[config.mk]
export PLATFORM = sky130hd
export DESIGN_NAME = opl_cell
export DESIGN_NICKNAME = d
export VERILOG_FILES = /design/src/design/opl_pkg.sv /design/src/design/opl_cell.sv
export SDC_FILE = /design/constraint.sdc
export NUM_CORES = 1
export LEC_CHECK = 0
export BUFFER_PORTS_ARGS = -buffer_cell sky130_fd_sc_hd__buf_2
export CAP_MARGIN = 10
export CORE_MARGIN = 2
export CORE_UTILIZATION = 49
export CTS_CLUSTER_DIAMETER = 40
export DETAILED_ROUTE_END_ITERATION = 8
export PLACE_DENSITY_LB_ADDON = 0.3
export RECOVER_POWER = 50
export SETUP_SLACK_MARGIN = 0.15
export SLEW_MARGIN = 20
export SYNTH_ARGS = -nofsm -noshare
export SYNTH_HDL_FRONTEND = slang
export SYNTH_SLANG_ARGS = --single-unit
export TNS_END_PERCENT = 100
[constraint.sdc]
create_clock -name aclk -period 3.55 [get_ports aclk]
set_input_delay 0 -clock aclk [delete_from_list [all_inputs] [get_ports aclk]]
set_output_delay 0 -clock aclk [all_outputs]
set_load 0.05 [all_outputs]
[src/design/opl_pkg.sv]
// Shared constants and types for the online palindromic length block.
package opl_pkg;

    localparam int MAX_LEN = 1024;
    localparam int IDX_W   = $clog2(MAX_LEN);
    localparam int CNT_W   = $clog2(MAX_LEN + 1);
    localparam int SYM_W   = 8;
    localparam int LEN_W   = 11;
    localparam int POS_W   = 10;
    localparam int ACC_W   = LEN_W + 1;

    localparam logic [LEN_W-1:0] BEST_MAX = {LEN_W{1'b1}};
    localparam logic [ACC_W-1:0] ACC_MAX  = {1'b0, BEST_MAX} + ACC_W'(1);
    localparam logic [POS_W-1:0] POS_MAX  = {POS_W{1'b1}};
    localparam logic [CNT_W-1:0] CNT_FULL = CNT_W'(MAX_LEN);

    typedef enum logic [1:0] {
        ST_IDLE,
        ST_UPDATE,
        ST_SCAN,
        ST_FINISH
    } state_t;

    // Broadcast from the controller to every cell.
    typedef struct packed {
        logic             upd;
        logic             clr;
        logic             wr;
        logic [SYM_W-1:0] sym;
        logic [CNT_W-1:0] count;
        logic [CNT_W-1:0] wr_addr;
        logic [LEN_W-1:0] best;
    } cell_ctrl_t;

    // Handed from a cell to the cell below it.
    typedef struct packed {
        logic flag;
        logic hit;
    } link_t;

endpackage

[src/design/opl_cell.sv]
// One start position: stored symbol, palindromic-suffix flag, prefix best and a min stage.
module opl_cell import opl_pkg::*; (
    input  logic             aclk,
    input  logic             aresetn,
    input  logic [IDX_W-1:0] idx,
    input  cell_ctrl_t       ctrl,
    input  link_t            up_link,
    output link_t            link,
    input  logic [ACC_W-1:0] acc_in,
    output logic [ACC_W-1:0] acc_out
);

    logic [SYM_W-1:0] sym_reg;
    logic             flag_reg;
    logic             flag_next;
    logic [LEN_W-1:0] best_reg;
    logic [ACC_W-1:0] acc_reg;
    logic [ACC_W-1:0] acc_next;
    logic [ACC_W-1:0] cand;
    logic             hit;
    logic             below;
    logic             sym_eq;

    assign hit    = (CNT_W'(idx) == ctrl.count);
    assign below  = (CNT_W'(idx) < ctrl.count);
    assign sym_eq = (sym_reg == ctrl.sym);

    assign link.flag = flag_reg;
    assign link.hit  = hit;

    // The new symbol's own cell counts as a palindromic suffix of length zero for the cell below it.
    always_comb begin
        flag_next = hit | (below & (up_link.flag | up_link.hit) & sym_eq);
    end

    assign cand     = flag_reg ? ({1'b0, best_reg} + ACC_W'(1)) : ACC_MAX;
    assign acc_next = (cand < acc_in) ? cand : acc_in;
    assign acc_out  = acc_reg;

    always_ff @(posedge aclk) begin
        if (!aresetn) begin
            flag_reg <= 1'b0;
            best_reg <= '0;
        end else begin
            if (ctrl.clr) begin
                flag_reg <= 1'b0;
            end else if (ctrl.upd) begin
                flag_reg <= flag_next;
            end
            if (ctrl.wr && (CNT_W'(idx) == ctrl.wr_addr)) begin
                best_reg <= ctrl.best;
            end
        end
    end

    always_ff @(posedge aclk) begin
        if (ctrl.upd && hit) begin
            sym_reg <= ctrl.sym;
        end
        // Restart the min wave on every update.
        if (ctrl.upd) begin
            acc_reg <= ACC_MAX;
        end else begin
            acc_reg <= acc_next;
        end
    end

endmodule

**Yosys cells after proc, flatten, opt, wreduce, memory -nomap -nowiden**

Cells that the tools add are included.

- $add $sub $neg: 1
- Reductions and logical operators: 3
- Order comparisons: 2
- Mux-type cells: 2
- Equal/unequal tests: 3
- Bitwise gates (word level): 5

Operators with widths:

| kind | count |
|---|---|
| $mux 12 | 2 |
| $eq 10x11->1 | 2 |
| $add 11x1->12 const B | 1 |
| $lt 12x12->1 | 1 |
| $lt 10x11->1 | 1 |
| $eq 8x8->1 | 1 |
| $and 1x1->1 | 2 |
| $logic_and 1x1->1 | 2 |
| $or 1x1->1 | 2 |
| $reduce_or 2->1 | 1 |
| $not 1->1 | 1 |

- Word-level logic and storage cells: 20
- Output and inout bits: 14
- Bits in registers: 32

**Depth between registers and ports, before layout**

Gate-level depths: netlist of the first run.

- Depth in word-level cells: 4
- Gate-level depth with buffers: 12
- Gate-level depth less buffers: 10

**Worst setup path after synthesis of the first run**

No wires, ideal clock.

- Path type: register to register
- Start: register best_reg[0]
- End: register acc_reg[1], in the netlist acc_out[1]
- Required time: 3.463 ns
- Slack: 0.921 ns
- Cell stages (with the launch flop): 13
- Library setup time: 0.087 ns
- Buffers on the path: 2
- Clock period less this slack: 2.629 ns
- Arrival: 2.542 ns
- Cell sequence: dfxtp_1 -> ha_1 -> inv_1 -> or4_1 -> a21boi_2 -> ha_1 -> nand4_1 -> nor4_1 -> o31a_1 -> buf_6 -> nor2_1 -> buf_2 -> o31ai_1

- Cells in the longest elaborated chain, start to end: 4

Ends and longest elaborated chain:

| what | RTL line | source |
|---|---|---|
| start, declared | opl_cell.sv:16 | `logic [LEN_W-1:0] best_reg;` |
| start signal, assigned | opl_cell.sv:51 | `best_reg <= ctrl.best;` |
| $add 11x1->12 * | opl_cell.sv:36 | `assign cand = flag_reg ? ({1'b0, best_reg} + ACC_W'(1)) : ACC_MAX;` |
| $mux 12 * | opl_cell.sv:36 |  |
| $lt 12x12->1 | opl_cell.sv:37 | `assign acc_next = (cand < acc_in) ? cand : acc_in;` |
| $mux 12 * | opl_cell.sv:37 |  |
| end signal, assigned | opl_cell.sv:64 | `acc_reg <= acc_next;` |
| end, declared | opl_cell.sv:17 | `logic [ACC_W-1:0] acc_reg;` |

Every way passes the cells marked *; elsewhere a longest branch is shown, timed or not.
A chain may end at the register's enable or synchronous reset.

**Worst setup path after layout of the first run**

- Start: register best_reg[0]
- End: register acc_reg[9], in the netlist acc_out[9]

Same word-level chain as after synthesis.

==> flow_summary_export.csv, run 1 <==
group,metric,value,unit
synthesis,synth_nets,331,
synthesis,synth.most_common_cell,"inv_1",
placement,post-dp-hpwl,3780,microns
final_layout,largest_register_ffs,12,
timing,fmax,0.320,GHz
timing,worstMarginPinSlew,1.91,ns
final_layout,diodes,0,
drt,routedWlPerCell,12.3,microns
synthesis,avgSynthCellArea,9.27,sq um
power_and_ir_drop,ir_drop,0.269,mV
flow_run,cap_violations,1,
floorplanning,initial_core_util,0.509,
timing,fin_worst_skew,0.00629,ns
floorplanning,core,4350,sq um
global_routing,grt_pass1_wl,8160,microns
cts,clk_pin_slew,0.06,ns
power_and_ir_drop,power_density,284,nW/um^2
synthesis,syn_inst,239,
cts,post_cts_buffers,0,
cts,cts_tree,"done",
run_status,status,"finished, violations left",
global_routing,grt_max_degree,19,
cts,cts_buffer_depth,2,
synthesis,yosysWarnings,0,
setup_path,r2r_slack,0.43,ns
synthesis,synthTopCellsByCount,"inv_1 (26), dfxtp_1 (24), ha_1 (22)",
setup_path,ff2ff_path_depth,10,
timing,timing.final.crit_share,0.879,
setup_path,arrival,3.33,ns
cts,cts_buffers,5,
setup_path,reg2reg_to,"acc_out[9]",
drt,routed_wl,4870,microns
timing,finalCriticalPeriod,3.12,ns
synthesis,synth_edf_count,8,
synthesis,synth_top_area_cell,"dfxtp_1",
timing,drv_slew,12,
run_status,violations,"max-capacitance violations, max-slew violations",
setup_path,cp-start-kind,"flop",
global_routing,gr-usage-all-layers,0.201,
global_routing,overflow,0,
floorplanning,die_area,5070,sq um
power_and_ir_drop,leakage,1.23,nW
floorplanning,die_h,71.2,microns
synthesis,synth_top_cell_area_share,0.217,
timing,finalSetupViolCount,0,
placement,port_buffers,83,
synthesis,synth_cell_types,41,
setup_path,end_kind,"flop",
synthesis,synth_seq_cells,32,
floorplanning,rows,24,
final_layout,nets,436,
drt,routed_via_density,5.14,
setup_path,slowest_stage,"nor2_1",
cts,insertion_delay,0.28,ns
timing,rsz0062_at_grt,"false",
final_layout,drive_gt1_frac,0.214,
timing,hold_viol_final,0,
drt,drc,0,
drt,drt_iter0_markers,79,
synthesis,async_flop_share,0,
timing,slew-limit-headroom,-0.282,
synthesis,synthFlopType,"dfxtp_1",
setup_path,path_cells,"ha_1 -> inv_1 -> or4_1 -> a21boi_2 -> ha_1 -> nand4_1 -> nor4_1 -> o31a_1 -> nor2_1 -> mux2i_1",
floorplanning,ios,84,
setup_path,cp_max_fo,11,
final_layout,area_growth,33.7,%
setup_path,crit_start,"best_reg[0]",
cts,cts.sinks,32,
synthesis,ys_top_cells_by_area,"dfxtp_1 (22%), ha_1 (12%), edfxtp_1 (11%)",
drt,first_pass_iters,4,
setup_path,path_class,"flop to flop",
floorplanning,dieWidth,71.2,microns
timing,finalSetupTns,0,ns
timing,fin_hold_ws,0.00786,ns
cts,cts_root_buffer,"clkbuf_8",
setup_path,reg2reg_from,"best_reg[0]",
global_routing,grt_pass1_vias,1959,
setup_path,cp-endpoint,"acc_out[9]",
setup_path,crit_top_cell,"ha_1",
hold_path,hp-class,"primary input to flop",
drt,vias,2039,
cts,h-tree-depth,2,
synthesis,syn_area,2210,sq um
global_routing,antenna_found_initial,0,
cts,cts-resized-gates,0,
placement,routabilityCongestion,0.873,
setup_path,crit_required,3.76,ns
synthesis,seq_area_frac_synth,0.325,
setup_path,cpPeakStageDelay,0.70,ns
drt,ant_nets,0,
## routing by layer
metal | wire [microns] | track usage | part of all wire
met5 | 0 | 0 | 0
met4 | 94 | 0.0797 | 0.019
met3 | 236 | 0.0478 | 0.049
met2 | 2300 | 0.345 | 0.47
met1 | 2230 | 0.243 | 0.46
## power by group
part / internal [W] / switching, W / total (W)
clock: 0.000177 / 0.000126 / 0.000303
combinational: 0.0000770 / 0.0000801 / 0.000157
sequential: 0.000379 / 0.00000124 / 0.000380
total: 0.000632 / 0.000207 / 0.000840
## cells in the final DEF, fill, tap and decap left out, drive strengths merged, types with 4 or more instances in the layout
cell type / synthesis / final
nand3: 6 / 6
nor2b: 12 / 12
xor2: 6 / 6
and2: 4 / 4
nand4: 7 / 7
o21ai: 5 / 5
nand2: 13 / 13
nor4: 4 / 4
clkbuf: 4 / 30
ha: 22 / 22
edfxtp: 8 / 8
dfxtp: 24 / 24
mux2i: 16 / 16
inv: 26 / 26
dlygate4sd3: 0 / 23
o31ai: 8 / 8
nor3: 5 / 5
buf: 5 / 62
or4b: 7 / 7
a21oi: 10 / 10
nand2b: 5 / 5
xnor2: 15 / 15
## kinds of logic after synthesis
family / share of synthesized area
compound gates: 0.121
xor+xnor: 0.0831
fa+ha+maj: 0.124
buf+inv: 0.0689
flops: 0.325
mux: 0.0723
simple gates: 0.205
## worst min-delay path by stage
stage / start / to / cells after the start / slack, ns
2_1_floorplan: ctrl[33] / sym_reg[0] / 0 / 0.1
4_1_cts: ctrl[0] / best_reg[0] / 3 / 0.0009
3_5_place_dp: ctrl[38] / sym_reg[5] / 1 / 0.21
3_3_place_gp: ctrl[38] / sym_reg[5] / 1 / 0.20
5_1_grt: acc_in[8] / acc_out[8] / 3 / 0.01
6_report: ctrl[2] / best_reg[2] / 3 / 0.008
## critical path: cells and delay by family (launching register included)
kind / cells / cell delay (ns)
flip-flops: 1 / 0.39
AO/OA/AOI/OAI: 2 / 0.37
multiplexers: 1 / 0.25
AND/OR/NAND/NOR: 4 / 1.41
adder cells (fa/ha/maj): 2 / 0.54
buffers and inverters: 1 / 0.09
## through the flow
stage	setup WS, ns	power (W)	instances	util	area [sq um]
CTS	0.412	0.000852	397	0.687	2990
global route	0.176	0.000881	397	0.680	2960
detailed placement	0.409	0.000528	366	0.611	2660
floorplan	0.921	0.000466	239	-	2210
global placement	0.524	0.000525	366	0.611	2660
finish	0.429	0.000840	397	0.680	2960
## final cells by class
class	count	area, sq um
fillers	370	1390
multi-input cells	171	1350
flip-flops and latches	32	721
repair buffers	107	626
inverters	27	101
clock buffers	8	100
well taps	52	65.1
## what timing repair did
action,in CTS,in global routing
hold endpoints to repair,23,0
endpoints found under the setup margin,0,0
hold buffers,23,0
Power figures use the tool's default switching activity.
==> run 2, diff against run 1 <==
--- a/config.mk
+++ b/config.mk
@@ -5,10 +5,11 @@
 export SDC_FILE = /design/constraint.sdc
 export NUM_CORES = 1
 export LEC_CHECK = 0
+export ABC_AREA = 1
 export BUFFER_PORTS_ARGS = -buffer_cell sky130_fd_sc_hd__buf_2
 export CAP_MARGIN = 10
 export CORE_MARGIN = 2
-export CORE_UTILIZATION = 49
+export CORE_UTILIZATION = 51
 export CTS_CLUSTER_DIAMETER = 40
 export DETAILED_ROUTE_END_ITERATION = 8
 export PLACE_DENSITY_LB_ADDON = 0.3
==> run 2 against run 1 <==
The run now ends clean. Non-clock buffer count decreased by 1. Register-to-register slack improved by 0.54 ns. Design area up 5.4%. Clock power fell by 11%. Worst hold slack better by 0.0016 ns. Synthesized cell count is 60% higher. Largest cell class unchanged.
==> flow_summary_export.csv, run 2 <==
group,metric,value,unit
run_status,status,"completed",
cts,h-tree-depth,2,
setup_path,crit_required,3.73,ns
global_routing,gr-usage-all-layers,0.233,
placement,post_dp_cell_area,2860,sq um
synthesis,seq_area_frac_synth,0.294,
timing,hold_viol_final,0,
floorplanning,initial_core_util,0.525,
synthesis,ys_top_cells_by_area,"dfxtp_1 (20%), nand2_1 (15%), ha_1 (11%)",
timing,fin_hold_ws,0.00944,ns
global_routing,antenna_found_initial,0,
setup_path,cp-start-kind,"flop",
hold_path,min_from,"ctrl[7]",
floorplanning,core,4660,sq um
global_routing,overflow,0,
drt,routed_wl,5570,microns
flow_run,cap_violations,0,
floorplanning,die_area,5370,sq um
setup_path,reg2reg_from,"best_reg[0]",
synthesis,synthAdderAreaFrac,0.112,
drt,drc,0,
final_layout,largest_register_ffs,12,
synthesis,synth_edf_count,8,
timing,timing.final.crit_share,0.726,
synthesis,synth-compound-area-share,0.0710,
synthesis,syn_area,2450,sq um
final_layout,final_cell_mix,"nand2_1 (96), inv_1 (71), nor2_1 (63), buf_2 (61), nand3_1 (33)",
drt,top_layer,"met4",
synthesis,synth_top_family_by_area,"simple AND/OR/NAND/NOR gates",
synthesis,async_flop_share,0,
timing,worstMarginPinSlew,0.740,ns
timing,finalCriticalPeriod,2.58,ns
synthesis,synth_top_area_cell,"dfxtp_1",
placement,routabilityCongestion,0.936,
floorplanning,rows,25,
setup_path,arrival,2.76,ns
synthesis,synth-xor-area-share,0.0250,
final_layout,area_growth,27.4,%
final_layout,diodes,0,
global_routing,grt_pass1_wl,9850,microns
synthesis,yosysWarnings,0,
final_layout,drive_gt1_frac,0.165,
synthesis,synth_top_cell_area_share,0.196,
cts,cts_tree,"done",
synthesis,synth-simple-area-share,0.350,
timing,fmax,0.388,GHz
timing,fin_worst_skew,0.00739,ns
power_and_ir_drop,power_density,267,nW/um^2
cts,insertion_delay,0.29,ns
drt,drt_iter0_markers,157,
drt,met1_length,2550,microns
cts,clk_pin_slew,0.06,ns
synthesis,synth_seq_cells,32,
power_and_ir_drop,leakage,1.72,nW
global_routing,grt_pass1_vias,2408,
final_layout,nets,577,
timing,finalSetupTns,0,ns
setup_path,cp_max_fo,18,
final_layout,stdcell_area,3120,sq um
final_layout,final_common_cell,"nand2_1",
drt,wl_met2,2520,microns
global_routing,grt_max_degree,25,
floorplanning,dieWidth,73.3,microns
timing,rsz0062_at_grt,"false",
timing,slew-limit-headroom,0.506,
floorplanning,die_h,73.3,microns
synthesis,synthMuxAreaShare,0,
synthesis,synth_nets,475,
timing,drv_slew,0,
synthesis,synth.most_common_cell,"nand2_1",
cts,cts_buffer_depth,2,
placement,port_buffers,83,
placement,post-dp-hpwl,4130,microns
drt,first_pass_iters,4,
synthesis,avgSynthCellArea,6.39,sq um
power_and_ir_drop,ir_drop,0.162,mV
drt,met3_length,290,microns
timing,finalSetupViolCount,0,
drt,ant_nets,0,
synthesis,synth_cell_types,29,
drt,routed_via_density,4.71,
setup_path,path_class,"flop to flop",
synthesis,synthFlopType,"dfxtp_1",
setup_path,end_kind,"flop",
hold_path,hp-class,"primary input to flop",
setup_path,crit_start,"best_reg[0]",
synthesis,synthTopCellsByCount,"nand2_1 (96), inv_1 (71), nor2_1 (63)",
drt,vias,2543,
cts,cts_root_buffer,"clkbuf_8",
floorplanning,ios,84,
cts,cts.sinks,32,
synthesis,syn_inst,383,
cts,cts-resized-gates,0,
drt,routedWlPerCell,10.3,microns
cts,cts_buffers,5,
## run 2: cell count changes in the layout (fill, tap and decap cells not counted), moves of 12 or more
cell	before	now
nor2b_1	12	0
xnor2_1	15	3
mux2i_1	16	0
inv_1	26	71
nor2_1	3	63
nand2_1	13	96
nand3_1	6	33
## run 2: kinds of logic after synthesis
kind of cell | after synthesis
xor+xnor | 7
simple gates | 207
flops | 32
compound gates | 31
fa+ha+maj | 22
buf+inv | 84
## run 2: area by class of cell
type	instances	area, sq um
fill	462	1540
inverter	73	274
clock inverter	1	5.00
multi-input combinational	267	1370
timing repair buffer	106	609
sequential	32	721
clock buffer	7	76.3
tap	54	67.6
## run 2: path summary, 6_finish.rpt
path         depth (start not counted)           end  slack (ns)
max                                 15    acc_out[0]        0.97
max reg2reg                         15    acc_out[0]        0.97
min                                  5   best_reg[7]       0.009
min reg2reg                          2  best_reg[10]        0.52
## run 2: timing repair
item,4_1_cts,5_1_grt
hold buffers,21,0
endpoints found under the hold margin,21,0
buffers inserted,0,0
## run 2: metrics by stage
step | utilization | worst slack, ns | total power, W | instances
after floorplan | - | 1.36 | 0.000490 | 383
after global placement | 0.613 | 1.07 | 0.000550 | 511
after detailed placement | 0.613 | 1.00 | 0.000553 | 511
after CTS | 0.676 | 0.992 | 0.000839 | 540
after global routing | 0.669 | 0.645 | 0.000877 | 540
final | 0.669 | 0.972 | 0.000831 | 540
## run 2: per-layer routing
metal / GRT usage / vias up
li1: - / 1388
met1: 0.283 / 1039
met2: 0.394 / 96
met3: 0.0480 / 20
met4: 0.111 / 0
met5: 0 / -
## run 2: where the power goes
part / internal [W] / switching (W)
clock network: 0.000137 / 0.000133
registers: 0.000381 / 0.00000184
logic: 0.0000787 / 0.000100
## run 2: worst max-delay path: stages (launching register included)
cell	delay (ns)
dfxtp_1	0.45
ha_1	0.34
nand2_1	0.10
nor2_1	0.17
nand2_1	0.08
nand2_1	0.05
nand3_1	0.09
inv_1	0.08
ha_1	0.21
nand4_1	0.10
a21oi_1	0.07
nor2_2	0.23
buf_4	0.29
nand3_1	0.10
nand2_1	0.08
nor2_1	0.04
==> run 3, diff against run 2 <==
--- a/config.mk
+++ b/config.mk
@@ -9,7 +9,7 @@
 export BUFFER_PORTS_ARGS = -buffer_cell sky130_fd_sc_hd__buf_2
 export CAP_MARGIN = 10
 export CORE_MARGIN = 2
-export CORE_UTILIZATION = 51
+export CORE_UTILIZATION = 46
 export CTS_CLUSTER_DIAMETER = 40
 export DETAILED_ROUTE_END_ITERATION = 8
 export PLACE_DENSITY_LB_ADDON = 0.3
==> constraint.sdc (replaced) <==
create_clock -name aclk -period 2.22 [get_ports aclk]
set_input_delay 0 -clock aclk [delete_from_list [all_inputs] [get_ports aclk]]
set_output_delay 0 -clock aclk [all_outputs]
set_load 0.05 [all_outputs]
==> run 3 against run 2 <==
The run now ends with negative setup slack left. Sequential cell count is the same. Via count is 6.6% higher. Wire length rose by 14%. Sequential power up 58%. Cell count is 6.9% higher. Largest cell class unchanged.
==> flow_summary_export.csv, run 3 (synthesis gave the netlist of run 2 again) <==
group,metric,value,unit
drt,vias,2710,
timing,fmax,0.447,GHz
drt,routed_via_density,4.70,
drt,drc,0,
placement,post_dp_cell_area,2940,sq um
timing,finalSetupViolCount,3,
final_layout,stdcell_area,3570,sq um
setup_path,r2r_slack,-0.02,ns
power_and_ir_drop,comb_power_share,0.234,
power_and_ir_drop,p_clk_frac,0.320,
final_layout,final_cell_mix,"nand2_1 (89), inv_1 (70), buf_2 (62), nor2_1 (56)",
timing,finalCriticalPeriod,2.24,ns
timing,fin_ws,-0.0195,ns
final_layout,drive_gt1_frac,0.282,
global_routing,grt_use_met3,0.0435,
timing,slew-limit-headroom,0.573,
cts,insertion_delay,0.29,ns
cts,cts_root_buffer,"clkbuf_8",
global_routing,grt_max_degree,23,
timing,hold_viol_final,0,
drt,first_pass_iters,4,
floorplanning,initial_core_util,0.479,
global_routing,grt_pass1_vias,2456,
cts,clk_pin_slew,0.07,ns
setup_path,cp_max_fo,5,
timing,timing.final.crit_share,1.01,
run_status,status,"finished, violations left",
final_layout,diodes,0,
timing,finalSetupTns,-0.0393,ns
setup_path,reg2reg_from,"best_reg[9]",
power_and_ir_drop,switching_share,0.287,
power_and_ir_drop,power_frac_seq,0.446,
final_layout,largest_register_ffs,12,
flow_run,cap_violations,0,
placement,post-dp-hpwl,4210,microns
floorplanning,die_area,5920,sq um
power_and_ir_drop,ir_drop,0.209,mV
setup_path,ff2ff_path_depth,12,
power_and_ir_drop,p_int,0.000965,W
power_and_ir_drop,switchingPower,0.000388,W
power_and_ir_drop,power_density,379,nW/um^2
drt,routed_wl,6370,microns
drt,routedWlPerCell,11.0,microns
floorplanning,dieWidth,77.0,microns
floorplanning,ios,84,
global_routing,busiest_layer,"met2",
cts,h-tree-depth,2,
setup_path,arrival,2.43,ns
timing,worstMarginPinSlew,0.643,ns
drt,drt_iter0_markers,103,
drt,ant_nets,0,
run_status,violations,"negative setup slack",
floorplanning,rows,26,
cts,cts_buffers,5,
timing,fin_worst_skew,0.0123,ns
final_layout,multi_input_area,1580,sq um
placement,port_buffers,83,
setup_path,cp-endpoint,"acc_out[7]",
final_layout,fillerInstances,448,
final_layout,regArea,747,sq um
cts,cts_tree,"done",
global_routing,antenna_found_initial,0,
cts,cts.sinks,32,
final_layout,area_growth,46.0,%
global_routing,use_met2,0.367,
hold_path,hp-class,"primary input to flop",
timing,drv_slew,0,
setup_path,crit_start,"best_reg[9]",
floorplanning,die_h,77.0,microns
final_layout,final_common_cell,"nand2_1",
hold_path,min_from,"ctrl[8]",
floorplanning,core,5110,sq um
global_routing,use_met1,0.250,
placement,routabilityCongestion,0.825,
final_layout,nets,598,
setup_path,cp-start-kind,"flop",
global_routing,gr-usage-all-layers,0.210,
setup_path,end_kind,"flop",
setup_path,path_class,"flop to flop",
setup_path,reg2reg_to,"acc_out[7]",
cts,cts_buffer_depth,2,
power_and_ir_drop,leakage,1.93,nW
global_routing,grt_pass1_wl,10200,microns
global_routing,overflow,0,
timing,rsz0062_at_grt,"true",
setup_path,crit_required,2.41,ns
[run 3: area by class of cell]
type | instances | area share
clock buffers | 7 | 0.0214
clock inverters | 1 | 0.00140
inverters | 73 | 0.0767
multi-input cells | 270 | 0.441
flip-flops and latches | 32 | 0.209
well taps | 70 | 0.0245
repair buffers | 124 | 0.226
[run 3: power by group through the flow]
| stage | sequential [W] | clock, W | combinational, W |
|---|---|---|---|
| 3_3_place_gp | 0.000624 | 0 | 0.000260 |
| 3_5_place_dp | 0.000624 | 0 | 0.000266 |
| 4_1_cts | 0.000608 | 0.000450 | 0.000309 |
| 5_1_grt | 0.000605 | 0.000463 | 0.000353 |
| 2_1_floorplan | 0.000667 | 0 | 0.000119 |
| 6_report | 0.000604 | 0.000433 | 0.000317 |
[run 3: critical path: stages, from the launching register on]
cell	delay, ns
dfxtp_1	0.41
inv_1	0.10
nor3_1	0.26
nand3_1	0.10
nand2_1	0.10
ha_1	0.26
a21oi_1	0.17
o21ai_1	0.12
nor2_4	0.24
clkbuf_16	0.20
nand3_1	0.08
nand2_1	0.07
nor2_1	0.04
[run 3: how the worst min path moves through the flow]
stage	to	slack (ns)	cells after the start
final	best_reg[8]	0.001	5
after global routing	best_reg[8]	0.02	5
after CTS	best_reg[6]	0.001	5
after detailed placement	sym_reg[3]	0.20	1
after global placement	sym_reg[3]	0.19	1
after floorplan	sym_reg[0]	0.1	0
[run 3: layer usage]
metal | share of wire | vias to the layer above
met2 | 0.49 | 80
met3 | 0.057 | 5
met4 | 0.012 | 0
li1 | - | 1433
met1 | 0.44 | 1192
met5 | 0 | -
[run 3: stage by stage]
stage	power (W)	instances	hold WS [ns]	worst slack (ns)	util
floorplan	0.000785	383	0.0989	0.178	-
global placement	0.000884	531	0.193	-0.0444	0.575
detailed placement	0.000890	531	0.196	-0.0568	0.575
CTS	0.00137	566	0.00117	0.0877	0.661
global route	0.00142	577	0.0189	-0.240	0.700
finish	0.00135	577	0.00127	-0.0195	0.700
[run 3: timing repair]
action	CTS	global route
pin swaps	6	18
hold buffers	23	0
resized for setup	27	32
gates cloned	2	3
hold endpoints to repair	23	0
setup endpoints to repair	12	12
buffers inserted	2	8
